===== config.mk =====
export PLATFORM = sky130hd
export DESIGN_NAME = developer_session_gate
export DESIGN_NICKNAME = d
export VERILOG_FILES = /design/src/hw/rtl/dsg_pkg.sv /design/src/hw/rtl/dsg_cfg_regs.sv /design/src/hw/rtl/dsg_core.sv /design/src/hw/rtl/developer_session_gate.sv
export SDC_FILE = /design/constraint.sdc
export NUM_CORES = 1
export LEC_CHECK = 0
export ABC_AREA = 0
export BUFFER_PORTS_ARGS = -buffer_cell sky130_fd_sc_hd__buf_2
export CORE_ASPECT_RATIO = 1.4
export CORE_UTILIZATION = 59
export CTS_CLUSTER_DIAMETER = 60
export DETAILED_ROUTE_END_ITERATION = 16
export PLACE_DENSITY = 0.81
export SYNTH_ARGS = -nofsm -noshare
export SYNTH_HDL_FRONTEND = slang
export SYNTH_SLANG_ARGS = --single-unit

===== constraint.sdc =====
create_clock -name clk_i -period 6.95 [get_ports clk_i]
set_clock_uncertainty 0.05 [all_clocks]
set_input_delay 0.695 -clock clk_i [delete_from_list [all_inputs] [get_ports clk_i]]
set_output_delay 0.695 -clock clk_i [all_outputs]
set_load 0.02 [all_outputs]

===== src/hw/rtl/dsg_pkg.sv =====
// Shared types and constants for the developer session gate.
// No dependencies; imported by every module of the block.
package dsg_pkg;

  localparam int unsigned CfgIdxW = 3;
  localparam int unsigned CfgDataW = 32;
  localparam int unsigned TimeW = 32;
  localparam int unsigned ValW = 32;
  localparam int unsigned MaskW = 4;
  localparam int unsigned GateW = 5;
  localparam int unsigned InDataW = 104;
  localparam int unsigned InUserW = 2;
  localparam int unsigned OutDataW = 16;

  localparam logic [GateW-1:0] AllGates = 5'h1f;
  localparam logic [MaskW-1:0] BitAirN = 4'h1;
  localparam logic [MaskW-1:0] BitPrecharge = 4'h2;
  localparam logic [MaskW-1:0] BitAirP = 4'h4;
  localparam logic [MaskW-1:0] BitDcdc = 4'h8;

  typedef enum logic [CfgIdxW-1:0] {
    REG_DEV_ALLOWED = 3'd0,
    REG_KEY_CONFIGURED = 3'd1,
    REG_BUILD_KEY = 3'd2,
    REG_ALLOWED_MASK = 3'd3,
    REG_KEEPALIVE_TIMEOUT = 3'd4
  } cfg_reg_e;

  typedef enum logic [1:0] {
    CMD_TICK = 2'd0,
    CMD_ENTER = 2'd1,
    CMD_SET = 2'd2,
    CMD_EXIT = 2'd3
  } cmd_e;

  typedef enum logic [1:0] {
    MODE_OFF = 2'd0,
    MODE_TEST = 2'd1,
    MODE_COMM = 2'd2
  } mode_e;

  typedef enum logic [1:0] {
    ST_OK = 2'd0,
    ST_DENIED = 2'd1,
    ST_INVALID = 2'd2
  } status_e;

  typedef struct packed {
    logic             dev_allowed;
    logic             key_configured;
    logic [ValW-1:0]  build_key;
    logic [MaskW-1:0] allowed_mask;
    logic [TimeW-1:0] keepalive_timeout;
  } cfg_t;

  typedef struct packed {
    mode_e            mode;
    logic [MaskW-1:0] test_mask;
    logic [TimeW-1:0] last_keepalive;
    logic             seen;
    logic             lost;
  } sess_t;

  typedef struct packed {
    cmd_e             cmd;
    logic [TimeW-1:0] now_time;
    logic [ValW-1:0]  value_a;
    logic [ValW-1:0]  value_b;
    logic             entry_permitted;
    logic             switches_low;
    logic [GateW-1:0] gate_bits;
    logic             hard_fault;
  } item_t;

  typedef struct packed {
    status_e          status;
    mode_e            mode_now;
    logic             mode_switched;
    logic             session_lost;
    logic [MaskW-1:0] drive;
  } res_t;

endpackage


===== src/hw/rtl/dsg_cfg_regs.sv =====
// Configuration register file of the developer session gate.
// Depends on dsg_pkg for the register indexes and the cfg_t bundle.
module dsg_cfg_regs import dsg_pkg::*; (
  input  logic                clk_i,
  input  logic                rst_ni,
  input  logic                we_i,
  input  logic [CfgIdxW-1:0]  idx_i,
  input  logic [CfgDataW-1:0] data_i,
  output cfg_t                cfg_o
);

  cfg_t cfg_q, cfg_d;

  always_comb begin
    cfg_d = cfg_q;
    if (we_i) begin
      case (idx_i)
        REG_DEV_ALLOWED:       cfg_d.dev_allowed = data_i[0];
        REG_KEY_CONFIGURED:    cfg_d.key_configured = data_i[0];
        REG_BUILD_KEY:         cfg_d.build_key = data_i[ValW-1:0];
        REG_ALLOWED_MASK:      cfg_d.allowed_mask = data_i[MaskW-1:0];
        REG_KEEPALIVE_TIMEOUT: cfg_d.keepalive_timeout = data_i[TimeW-1:0];
        default: ;
      endcase
    end
  end

  always_ff @(posedge clk_i or negedge rst_ni) begin
    if (!rst_ni) begin
      cfg_q.dev_allowed <= 1'b0;
      cfg_q.key_configured <= 1'b0;
      cfg_q.build_key <= '0;
      cfg_q.allowed_mask <= 4'hf;
      cfg_q.keepalive_timeout <= 32'd1000;
    end else begin
      cfg_q <= cfg_d;
    end
  end

  assign cfg_o = cfg_q;

endmodule


===== src/hw/rtl/dsg_core.sv =====
// Combinational session logic: next session state and result for one item.
// Depends on dsg_pkg for the item, state, config and result types.
module dsg_core import dsg_pkg::*; (
  input  item_t item_i,
  input  sess_t sess_i,
  input  cfg_t  cfg_i,
  output sess_t sess_o,
  output res_t  res_o
);

  logic [TimeW-1:0] age_pre, age_post;
  logic             fresh_pre, fresh_post;
  logic             gates_ok;
  logic             mode_ok, key_ok, renewal;
  status_e          status;
  logic             changed;
  sess_t            nxt;

  assign gates_ok = (item_i.gate_bits == AllGates);
  assign age_pre = item_i.now_time - sess_i.last_keepalive;
  assign fresh_pre = sess_i.seen && (age_pre <= cfg_i.keepalive_timeout);
  assign mode_ok = (item_i.value_a == ValW'(MODE_TEST)) ||
                   (item_i.value_a == ValW'(MODE_COMM));
  assign key_ok = cfg_i.key_configured && (item_i.value_b == cfg_i.build_key);
  // only meaningful once mode_ok holds, so the low bits stand for the whole value
  assign renewal = (sess_i.mode == mode_e'(item_i.value_a[1:0])) && sess_i.seen;

  always_comb begin
    nxt = sess_i;
    status = ST_OK;
    changed = 1'b0;
    if (item_i.cmd == CMD_TICK) begin
      if (sess_i.mode == MODE_OFF) begin
        nxt.test_mask = '0;
      end else if (!fresh_pre) begin
        if (sess_i.mode == MODE_COMM) nxt.lost = 1'b1;
        nxt.mode = MODE_OFF;
        nxt.test_mask = '0;
        nxt.seen = 1'b0;
        changed = 1'b1;
      end else if (sess_i.mode == MODE_TEST && !gates_ok) begin
        nxt.test_mask = '0;
      end
    end else if (!cfg_i.dev_allowed) begin
      status = ST_DENIED;
    end else begin
      case (item_i.cmd)
        CMD_ENTER: begin
          if (!mode_ok || !key_ok) begin
            status = ST_INVALID;
          end else if (sess_i.mode != MODE_OFF && !renewal) begin
            status = ST_DENIED;
          end else if (!renewal && (!item_i.entry_permitted || !item_i.switches_low)) begin
            status = ST_DENIED;
          end else begin
            changed = (sess_i.mode != mode_e'(item_i.value_a[1:0]));
            nxt.mode = mode_e'(item_i.value_a[1:0]);
            if (!renewal) nxt.test_mask = '0;
            nxt.last_keepalive = item_i.now_time;
            nxt.seen = 1'b1;
            nxt.lost = 1'b0;
          end
        end
        CMD_SET: begin
          if (sess_i.mode != MODE_TEST || !fresh_pre) begin
            status = ST_DENIED;
          end else if ((item_i.value_a[ValW-1:MaskW] != '0) ||
                       ((item_i.value_a[MaskW-1:0] & ~cfg_i.allowed_mask) != '0)) begin
            status = ST_INVALID;
          end else begin
            nxt.test_mask = item_i.value_a[MaskW-1:0];
          end
        end
        default: begin  // exit
          changed = (sess_i.mode != MODE_OFF);
          if (sess_i.mode == MODE_COMM && !item_i.switches_low) nxt.lost = 1'b1;
          nxt.mode = MODE_OFF;
          nxt.test_mask = '0;
          nxt.seen = 1'b0;
        end
      endcase
    end
  end

  // drives look at the state after the item
  assign age_post = item_i.now_time - nxt.last_keepalive;
  assign fresh_post = nxt.seen && (age_post <= cfg_i.keepalive_timeout);

  always_comb begin
    res_o.status = status;
    res_o.mode_now = nxt.mode;
    res_o.mode_switched = changed;
    res_o.session_lost = nxt.lost;
    if (!item_i.hard_fault && nxt.mode == MODE_TEST && gates_ok && fresh_post) begin
      res_o.drive = nxt.test_mask & (BitAirN | BitPrecharge | BitAirP | BitDcdc);
    end else begin
      res_o.drive = '0;
    end
  end

  assign sess_o = nxt;

endmodule


===== src/hw/rtl/developer_session_gate.sv =====
// Developer session gate top level: input register, session logic, result register.
// Depends on dsg_pkg, dsg_cfg_regs and dsg_core.
//
// Use:
//   Items enter on the s_axis group: the command in tuser, the time, values,
//   permission, switch, gate and fault flags in tdata. Each item gives one
//   result on the m_axis group: status, mode, mode-changed, lost flag and the
//   four switch drives.
//   Configuration registers are written on cfg_* by the user only while no
//   item is in flight, unenforced by the block; unused indexes are ignored.
// Timing:
//   An accepted item goes to the input register, is processed by dsg_core,
//   and its result is registered in the result register once that is free.
//   One item per cycle is sustained while m_axis_tready is high; session state
//   is updated with the result register, so back-to-back items see it.
// Reset and stall:
//   Reset empties both registers, closes the session and loads the register
//   defaults. While m_axis_tready is low the result holds and at most one
//   further item is taken into the input register; then s_axis_tready drops.
module developer_session_gate import dsg_pkg::*; (
  input  logic                clk_i,
  input  logic                rst_ni,
  input  logic                s_axis_tvalid,
  output logic                s_axis_tready,
  // tdata: now_time[31:0], value_a[63:32], value_b[95:64], entry_permitted[96],
  //        switches_low[97], gate_bits[102:98], hard_fault[103]
  input  logic [InDataW-1:0]  s_axis_tdata,
  // tuser: cmd[1:0]
  input  logic [InUserW-1:0]  s_axis_tuser,
  output logic                m_axis_tvalid,
  input  logic                m_axis_tready,
  // tdata: status[1:0], mode_now[3:2], mode_switched[4], session_lost[5],
  //        drive_air_n[6], drive_precharge[7], drive_air_p[8], drive_dcdc[9], zero[15:10]
  output logic [OutDataW-1:0] m_axis_tdata,
  input  logic                cfg_we_i,
  input  logic [CfgIdxW-1:0]  cfg_idx_i,
  input  logic [CfgDataW-1:0] cfg_data_i
);

  cfg_t  cfg;
  item_t in_item_d, in_item_q;
  logic  in_valid_q;
  logic  out_valid_q;
  res_t  res_d, res_q;
  sess_t sess_d, sess_q;
  logic  out_free, fire, in_take;

  dsg_cfg_regs u_cfg (
    .clk_i  (clk_i),
    .rst_ni (rst_ni),
    .we_i   (cfg_we_i),
    .idx_i  (cfg_idx_i),
    .data_i (cfg_data_i),
    .cfg_o  (cfg)
  );

  dsg_core u_core (
    .item_i (in_item_q),
    .sess_i (sess_q),
    .cfg_i  (cfg),
    .sess_o (sess_d),
    .res_o  (res_d)
  );

  assign out_free = !out_valid_q || m_axis_tready;
  assign fire = in_valid_q && out_free;
  assign s_axis_tready = !in_valid_q || out_free;
  assign in_take = s_axis_tvalid && s_axis_tready;

  always_comb begin
    in_item_d.cmd = cmd_e'(s_axis_tuser[1:0]);
    in_item_d.now_time = s_axis_tdata[31:0];
    in_item_d.value_a = s_axis_tdata[63:32];
    in_item_d.value_b = s_axis_tdata[95:64];
    in_item_d.entry_permitted = s_axis_tdata[96];
    in_item_d.switches_low = s_axis_tdata[97];
    in_item_d.gate_bits = s_axis_tdata[102:98];
    in_item_d.hard_fault = s_axis_tdata[103];
  end

  always_ff @(posedge clk_i or negedge rst_ni) begin
    if (!rst_ni) begin
      in_valid_q <= 1'b0;
      out_valid_q <= 1'b0;
      sess_q.mode <= MODE_OFF;
      sess_q.test_mask <= '0;
      sess_q.last_keepalive <= '0;
      sess_q.seen <= 1'b0;
      sess_q.lost <= 1'b0;
    end else begin
      if (in_take) begin
        in_valid_q <= 1'b1;
      end else if (fire) begin
        in_valid_q <= 1'b0;
      end
      if (fire) begin
        out_valid_q <= 1'b1;
        sess_q <= sess_d;
      end else if (m_axis_tready) begin
        out_valid_q <= 1'b0;
      end
    end
  end

  always_ff @(posedge clk_i) begin
    if (in_take) in_item_q <= in_item_d;
    if (fire) res_q <= res_d;
  end

  assign m_axis_tvalid = out_valid_q;
  assign m_axis_tdata = {6'b0, res_q.drive, res_q.session_lost, res_q.mode_switched,
                         res_q.mode_now, res_q.status};

endmodule


==> flow_summary.yaml, run 1 <==
place:
  place.gp.congestion: 0.890
  place_ws_ns: 0.146
  placed_cell_area_mm2: 0.0148
  dpl.hpwl_mm: 26.0
  port_buffers: 157
worst_setup_path:
  path_max_fanout: 25
  crit_path_end_kind: "register"
  crit_type: "register to register"
  start_kind: "register"
  required_ns: 7.17
  reg2regPathDepth: 25
  arrival_ns: 6.80
timing:
  tightest_slew_ns: 1.07
  hold_violations: 0
  slew_headroom: 0.288
  drv_slew: 0
  setup_viol: 0
  layout_setup_ws_ns: 0.374
  period_share: 0.946
  max_freq_ghz: 0.152
  fin_crit_ns: 6.58
power_and_ir_drop:
  p_switching_mw: 1.04
  p_int_mw: 2.66
  powerDensity_mw_per_mm2: 237
  p_leak_nw: 6.50
  switching_share: 0.281
  power_mw: 3.70
  p_clk_frac: 0.335
  p_comb_frac: 0.218
  max-vdd-ir-drop_v: 0.000236
  p_seq_frac: 0.447
clocking:
  htree_levels: 1
  cts_buffer_depth: 3
  clockRootBuffer: "clkbuf_16"
  cts_buffers: 23
  clk_latency_ns: 0.52
  cts_tree: "built"
  path_clk_slew_ns: 0.06
  cts.sinks: 228
synth:
  ys_ff_latch: 228
  avgSynthCellArea_um2: 11.0
  ys_types: 74
  synth_warnings: 0
  synth_top_flop_cell: "edfxtp_1"
  synthCells: 1247
  synth-seq-area-share: 0.460
  synth-edff-count: 116
  synth_area_mm2: 0.0137
  synthArstFlopShare: 0.491
die:
  core_area_mm2: 0.0227
  dieArea_mm2: 0.0238
  rows: 65
  ios: 164
  die_h_um: 182
  start_util: 0.604
  die_x_um: 131
drt:
  routed_wl_mm: 33.4
  dr.pass1.iters: 6
  num_vias: 10400
  drc_errors: 0
  via_per_inst: 6.00
  wl_per_cell_um: 19.3
  drt_iter0_markers: 619
  antenna_left: 0
final_layout:
  area_delta_synth_final_pct: 13.9
  drive_gt1_frac: 0.210
  stdcell_area_mm2: 0.0156
  final_cell_mix: "buf_2 (156), ha_1 (129), edfxtp_1 (116), dfrtp_1 (102), inv_1 (86)"
  num-nets-final: 1683
  fin_util: 0.687
  mostFrequentLayoutCell: "buf_2"
global_routing:
  grt_max_degree: 78
  grt_overflow: 0
  grt_usage: 0.289
  grt_pass1_wl_mm: 52.8
  grt_pass1_vias: 10400
  antenna_found_initial: 3
run_status:
  status: "completed"
min_path:
  hold_path.class: "input port to async pin"
flow_run:
  cap_violations: 0
[cell usage after synthesis (30+ instances only)]
master    number  area [µm²]
inv_1         86         323
mux2_2        69         777
nor2_1        51         191
o21ai_0       75         375
mux2i_1       30         300
ha_1         129        1610
nand2_1       74         278
a21o_1        34         255
dfrtp_1      102        2550
nand4_1       30         188
edfxtp_1     116        3480
xnor2_1       70         613
a21oi_1       67         335
[per-stage QoR]
stage               std cells  hold WS [ns]  setup TNS [ns]
finish                   1727         0.133               0
global route             1727         0.164          -0.174
CTS                      1723         0.137               0
detailed placement       1681         0.430               0
global placement         1681         0.417               0
floorplan                1252         0.349               0
[worst paths after layout]
kind,start,slack [ns],to
setup / recovery,in_item_q[60],0.37,m_axis_tdata[8]
hold / removal,rst_ni,0.13,sess_q[10]
setup reg to reg,in_item_q[60],0.37,m_axis_tdata[8]
hold reg to reg,in_valid_q,0.44,m_axis_tvalid
max in group asynchronous,rst_ni,5.34,sess_q[29]
min in group clk_i,s_axis_tdata[92],0.30,in_item_q[36]
[power by group through the flow]
stage	clock network [mW]	registers [mW]	logic [mW]
3_3_place_gp	0	1.67	0.771
3_5_place_dp	0	1.68	0.794
5_1_grt	1.31	1.67	0.908
2_1_floorplan	0	1.66	0.555
4_1_cts	1.26	1.65	0.801
6_report	1.24	1.65	0.807
[repair_timing]
item | CTS | global route
setup buffers | 0 | 1
hold buffers | 0 | 0
endpoints found under the setup margin | 0 | 4
endpoints found under the hold margin | 0 | 0
gates resized for setup | 0 | 6
[per-layer routing]
metal	global-route usage	wire length, µm	share of wire
met2	0.525	17500	0.53
met5	0	0	0
met3	0.0443	1900	0.057
met4	0.127	1440	0.043
met1	0.330	12500	0.37
[logic make-up after synthesis]
family,count (synthesis),synth area share
adder cells (fa/ha/maj),131,0.121
flip-flops,228,0.460
XOR/XNOR,86,0.0550
AO/OA/AOI/OAI,289,0.136
AND/OR/NAND/NOR,288,0.111
other,1,0.000274
multiplexers,102,0.0811
buffers and inverters,122,0.0361
[worst max-delay path, cell delays in order (launching register included)]
cell and delay (ns):
edfxtp_1 0.37, nor4_1 0.31, nand3_1 0.20, nor4_4 0.34
nand4_1 0.19, nor3_4 0.39, buf_12 0.26, mux2i_1 0.22
ha_1 0.30, a21oi_1 0.17, o21ai_0 0.13, a41o_1 0.25
a21oi_1 0.18, o2111ai_1 0.19, o211ai_1 0.22, o21ai_0 0.23
a31oi_1 0.28, xnor2_1 0.17, ha_1 0.28, a21o_1 0.19
a21o_1 0.17, a21oi_1 0.18, nor2_1 0.07, a211oi_1 0.40
a31oi_2 0.22, a2111oi_1 0.35
[area by class of cell]
type | count | area [µm²]
Antenna cell | 3 | 7.51
Clock buffer | 30 | 612
Clock inverter | 12 | 140
Fill cell | 1728 | 7100
Inverter | 87 | 327
Multi-Input combinational cell | 902 | 6980
Sequential cell | 228 | 6300
Tap cell | 301 | 377
Timing Repair Buffer | 164 | 853
[sequential cells by signal, summed over array words and instances (netlist names)]
name and flops:
sess_q 40, m_axis_tvalid 1, in_item_q 106, m_axis_tdata 10
u_cfg.cfg_o 70, in_valid_q 1
(Power assumes the default switching activity.)
==> run 2, diff against run 1 <==
--- a/config.mk
+++ b/config.mk
@@ -11,7 +11,7 @@
 export CORE_UTILIZATION = 59
 export CTS_CLUSTER_DIAMETER = 60
 export DETAILED_ROUTE_END_ITERATION = 16
-export PLACE_DENSITY = 0.81
+export PLACE_DENSITY = 0.82
 export SYNTH_ARGS = -nofsm -noshare
 export SYNTH_HDL_FRONTEND = slang
 export SYNTH_SLANG_ARGS = --single-unit
==> run 2 against run 1 <==
First-iteration DRC count shrank 3.4%. Clock power down 4%. Largest power group unchanged. Clock-buffer cell count down 2. Hold slack better by 0.029 ns. Via count down 1.9%. Register-to-register slack got worse by 0.03 ns. Design area down 0.40%. Critical path type unchanged. Sequential power hardly changed. Worst setup slack got worse by 0.032 ns. Largest cell class unchanged.
==> flow_summary.yaml, run 2 (synthesis results as in run 1) <==
die:
  die_x_um: 131
  rows: 65
  ios: 164
  core_area_mm2: 0.0227
  start_util: 0.604
  die_h_um: 182
  dieArea_mm2: 0.0238
global_routing:
  grt_overflow: 0
  grt_max_degree: 75
  grt_usage: 0.280
  grt_pass1_vias: 10200
  grt_pass1_wl_mm: 51.1
  antenna_found_initial: 2
timing:
  hold_violations: 0
  slew_headroom: 0.301
  period_share: 0.951
  drv_slew: 0
  hold_slack_ns: 0.162
  tightest_slew_ns: 1.05
  layout_setup_ws_ns: 0.341
  setup_viol: 0
  fin_crit_ns: 6.61
  max_freq_ghz: 0.151
power_and_ir_drop:
  max-vdd-ir-drop_v: 0.000204
  p_leak_nw: 6.45
  powerDensity_mw_per_mm2: 235
min_path:
  hold_path.class: "input port to async pin"
clocking:
  post_cts_buffers: 0
  clockRootBuffer: "clkbuf_16"
  cts_tree: "built"
  htree_levels: 1
  cts_buffer_depth: 3
  cts.sinks: 228
  path_clk_slew_ns: 0.07
  holdBufCountCts: 0
  clk_latency_ns: 0.53
  cts_buffers: 23
drt:
  drt_iter0_markers: 598
  top_layer: "met4"
  via_per_inst: 5.89
  routed-wl-met3_mm: 1.75
  num_vias: 10200
  routed_wl_mm: 32.5
  antenna_left: 0
  drc_errors: 0
  wl_met1_mm: 12.4
  wl_per_cell_um: 18.9
  dr.pass1.iters: 7
  wl_met2_mm: 17.0
final_layout:
  top_register: "in_item_q"
  largest_reg_flops: 106
  area_delta_synth_final_pct: 13.4
  num-nets-final: 1682
  fill_cells: 1717
  drive_gt1_frac: 0.211
  final_cell_mix: "buf_2 (156), ha_1 (129), edfxtp_1 (116), dfrtp_1 (102), inv_1 (86)"
  multi_input_area_mm2: 0.00696
  mostFrequentLayoutCell: "buf_2"
  register_area_mm2: 0.00630
  final_cell_count_no_fill: 1725
worst_setup_path:
  crit_end: "m_axis_tdata[8]"
  required_ns: 7.14
  path_max_fanout: 14
  arrival_ns: 6.80
  crit_path_start: "in_item_q[45]"
  r2r_setup_slack_ns: 0.34
  reg2regPathDepth: 26
  start_kind: "register"
  reg2reg_from: "in_item_q[45]"
  slowest_delay_ns: 0.45
  cp_slowest_cell: "nor4_2"
  crit_type: "register to register"
  r2r-end: "m_axis_tdata[8]"
  crit_path_end_kind: "register"
place:
  port_buffers: 157
  place.gp.congestion: 0.915
  place_ws_ns: 0.132
  dpl.hpwl_mm: 25.5
  placed_cells: 1681
flow_run:
  cap_violations: 0
run_status:
  status: "completed"
==> run 2: cell types whose count changed in the layout (fill, tap and decap cells not counted), sizes merged <==
| cell | before | now |
|---|---|---|
| clkbuf | 30 | 28 |
| clkinv | 6 | 8 |
| inv | 89 | 88 |
| clkinvlp | 1 | 4 |
| bufinv | 3 | 1 |
| buf | 164 | 163 |
| diode | 3 | 2 |
==> run 2: layer usage <==
| layer | vias to the layer above | global-route usage |
|---|---|---|
| li1 | 4897 | - |
| met5 | - | 0 |
| met4 | 0 | 0.124 |
| met1 | 4887 | 0.327 |
| met2 | 297 | 0.506 |
| met3 | 82 | 0.0352 |
==> run 2: power breakdown <==
part / internal, mW / switching [mW]
clock network: 0.665 / 0.521
registers: 1.58 / 0.0775
logic: 0.348 / 0.456
==> run 2: cell type report <==
class	instances	area share
Sequential cell	228	0.406
Multi-Input combinational cell	902	0.448
Antenna cell	2	0.000322
Timing Repair Buffer	163	0.0541
Inverter	87	0.0210
Tap cell	301	0.0242
Clock buffer	28	0.0389
Clock inverter	14	0.00797
==> run 2: worst min path at each step <==
stage                                to  slack [ns]
after floorplan              in_valid_q        0.35
after global placement    m_axis_tvalid        0.42
after detailed placement  m_axis_tvalid        0.43
after CTS                    sess_q[11]        0.17
after global routing         sess_q[13]        0.21
final                        sess_q[13]        0.16
==> run 2: worst max-delay path, delay by kind of cell (launching register included) <==
kind / cells / cell delay [ns]
AND/OR/NAND/NOR: 9 / 2.39
AO/OA/AOI/OAI: 11 / 2.08
multiplexers: 1 / 0.25
XOR/XNOR: 1 / 0.13
buffers and inverters: 2 / 0.35
flip-flops: 1 / 0.38
adder cells (fa/ha/maj): 2 / 0.70
==> run 2: what timing repair did <==
| action | in CTS | in global routing |
|---|---|---|
| endpoints found under the hold margin | 0 | 0 |
| endpoints found under the setup margin | 0 | 4 |
| resized for setup | 0 | 5 |
==> run 2: per-stage QoR <==
| step | cell area (µm²) | power, mW | utilization | setup TNS, ns |
|---|---|---|---|---|
| 4_1_cts | 15500 | 3.67 | 0.683 | 0 |
| 6_report | 15500 | 3.64 | 0.685 | 0 |
| 5_1_grt | 15500 | 3.83 | 0.685 | -0.00239 |
| 2_1_floorplan | 13700 | 2.22 | - | 0 |
| 3_3_place_gp | 14800 | 2.44 | 0.651 | 0 |
| 3_5_place_dp | 14800 | 2.47 | 0.651 | 0 |
==> run 3, diff against run 2 <==
--- a/config.mk
+++ b/config.mk
@@ -6,12 +6,11 @@
 export NUM_CORES = 1
 export LEC_CHECK = 0
 export ABC_AREA = 0
-export BUFFER_PORTS_ARGS = -buffer_cell sky130_fd_sc_hd__buf_2
 export CORE_ASPECT_RATIO = 1.4
-export CORE_UTILIZATION = 59
-export CTS_CLUSTER_DIAMETER = 60
+export CORE_UTILIZATION = 62
 export DETAILED_ROUTE_END_ITERATION = 16
-export PLACE_DENSITY = 0.82
+export DONT_BUFFER_PORTS = 1
+export PLACE_DENSITY = 0.79
 export SYNTH_ARGS = -nofsm -noshare
 export SYNTH_HDL_FRONTEND = slang
 export SYNTH_SLANG_ARGS = --single-unit
==> run 3 against run 2 <==
First-iteration DRC count shrank 6.9%. Non-clock buffer count shrank 153. Die area down 4.8%. Worst setup slack better by 0.097 ns. Global-route usage is 0.73 points higher. Hold slack got worse by 0.11 ns.
==> flow_summary.yaml, run 3 (synthesis results as in run 1) <==
drt:
  top_layer: "met5"
  drt_iter0_markers: 557
  via_per_inst: 6.14
  wl_met1_mm: 11.8
  wl_per_cell_um: 20.4
  wl_met2_mm: 16.5
  routed-wl-met3_mm: 2.23
  drc_errors: 0
  num_vias: 9662
  dr.pass1.iters: 5
  antenna_left: 0
  routed_wl_mm: 32.1
worst_setup_path:
  r2r_setup_slack_ns: 0.44
  r2r-end: "m_axis_tdata[9]"
  reg2regPathDepth: 25
  start_kind: "register"
  path_buf_inv: 1
  critPathTopFamily: "simple AND/OR/NAND/NOR gates"
  cp_common_cell: "a21oi_1"
  path_depth: 25
  slowest_delay_ns: 0.40
  path_max_fanout: 18
  reg2reg_from: "in_item_q[67]"
  cp_slowest_cell: "nor4_4"
  crit_path_end_kind: "register"
  required_ns: 7.14
  crit_type: "register to register"
  crit_path_start: "in_item_q[67]"
  crit_end: "m_axis_tdata[9]"
  arrival_ns: 6.71
place:
  place.gp.congestion: 0.958
  placed_cells: 1522
  port_buffers: 0
  placed_cell_area_mm2: 0.0140
  dpl.hpwl_mm: 24.5
  place_ws_ns: 0.0898
global_routing:
  grt_pass1_vias: 9833
  grt_max_degree: 112
  grt_overflow: 0
  antenna_found_initial: 9
  grt_pass1_wl_mm: 50.3
  grt_usage: 0.288
clocking:
  clockRootBuffer: "clkbuf_16"
  cts_buffers: 23
  cts_buffer_depth: 3
  cts.sinks: 228
  cts_tree: "built"
  clk_latency_ns: 0.53
  path_clk_slew_ns: 0.07
  htree_levels: 1
die:
  dieArea_mm2: 0.0227
  rows: 64
  core_area_mm2: 0.0218
  die_x_um: 128
  start_util: 0.629
  ios: 164
  die_h_um: 178
min_path:
  hold_path.class: "input port to async pin"
final_layout:
  drive_gt1_frac: 0.113
  final_cell_count_no_fill: 1574
  top_register: "in_item_q"
  mostFrequentLayoutCell: "ha_1"
  largest_reg_flops: 106
  register_area_mm2: 0.00630
  area_delta_synth_final_pct: 8.84
  final_cell_mix: "ha_1 (129), edfxtp_1 (116), dfrtp_1 (102), inv_1 (86), o21ai_0 (75)"
  num-nets-final: 1529
  stdcell_area_mm2: 0.0149
  fill_cells: 1692
  multi_input_area_mm2: 0.00697
power_and_ir_drop:
  p_seq_frac: 0.445
  p_comb_frac: 0.201
  max-vdd-ir-drop_v: 0.000214
  switching_share: 0.278
  p_clk_frac: 0.354
  p_leak_nw: 5.91
  powerDensity_mw_per_mm2: 250
  p_switching_mw: 1.04
  p_int_mw: 2.69
timing:
  tightest_slew_ns: 1.06
  fin_crit_ns: 6.51
  layout_setup_ws_ns: 0.439
  setup_viol: 0
  hold_violations: 0
  finalSetupTns_ns: 0
  max_freq_ghz: 0.154
  slew_headroom: 0.292
  period_share: 0.937
  drv_slew: 0
flow_run:
  cap_violations: 0
run_status:
  status: "completed"
## run 3: layer usage
metal | track usage | up-vias
met2 | 0.523 | 276
met4 | 0.145 | 4
met3 | 0.0745 | 94
met1 | 0.306 | 4687
li1 | - | 4601
met5 | 0 | -
## run 3: final cells by class
cell class | instances | share of cell area
diodes | 8 | 0.00134
clock buffers | 34 | 0.0456
clock inverters | 8 | 0.00890
inverters | 87 | 0.0219
multi-input cells | 902 | 0.468
flip-flops and latches | 228 | 0.423
well taps | 297 | 0.0249
repair buffers | 10 | 0.00705
## run 3: how the worst min path moves through the flow
stage | slack, ns | endpoint | cells past startpoint | from
final | 0.06 | u_cfg.cfg_o[1] | 1 | rst_ni
after global routing | 0.1 | sess_q[5] | 1 | rst_ni
after global placement | 0.36 | sess_q[4] | 0 | rst_ni
after detailed placement | 0.36 | u_cfg.cfg_o[1] | 0 | rst_ni
after floorplan | 0.35 | in_valid_q | 0 | rst_ni
after CTS | 0.09 | sess_q[3] | 1 | rst_ni
## run 3: worst register-to-register path, stage by stage (launching register included)
cell and delay, ns:
edfxtp_1 0.37, nor4_1 0.32, nand3_1 0.18, nor4_4 0.40
nand4_1 0.22, nor3_4 0.36, buf_6 0.31, mux2i_1 0.24
ha_1 0.31, a21o_1 0.18, a21oi_1 0.18, o21ai_0 0.14
or3_1 0.35, o211ai_1 0.30, a31oi_2 0.18, a21o_1 0.21
a21oi_1 0.17, xnor2_1 0.09, ha_1 0.28, nand4_1 0.20
nor4_4 0.38, nand3_1 0.15, a21oi_1 0.16, a21oi_1 0.08
a31oi_2 0.36, a2111oi_1 0.09
## run 3: timing repair
action	4_1_cts	5_1_grt
gates resized for setup	0	8
setup endpoints to repair	0	4
endpoints found under the hold margin	111	0
hold buffers	2	0
setup buffers	0	0
## run 3: power groups by stage
| stage | registers (mW) | clock network, mW | logic, mW |
|---|---|---|---|
| finish | 1.66 | 1.32 | 0.749 |
| detailed placement | 1.68 | 0 | 0.721 |
| global placement | 1.68 | 0 | 0.698 |
| CTS | 1.66 | 1.34 | 0.744 |
| global route | 1.67 | 1.39 | 0.843 |
| floorplan | 1.66 | 0 | 0.555 |
## run 3: per-stage QoR
| stage | hold WS, ns | power, mW | util |
|---|---|---|---|
| 5_1_grt | 0.0999 | 3.91 | 0.684 |
| 6_report | 0.0551 | 3.73 | 0.684 |
| 3_5_place_dp | 0.357 | 2.40 | 0.643 |
| 2_1_floorplan | 0.349 | 2.22 | - |
| 4_1_cts | 0.0882 | 3.74 | 0.682 |
| 3_3_place_gp | 0.356 | 2.38 | 0.643 |
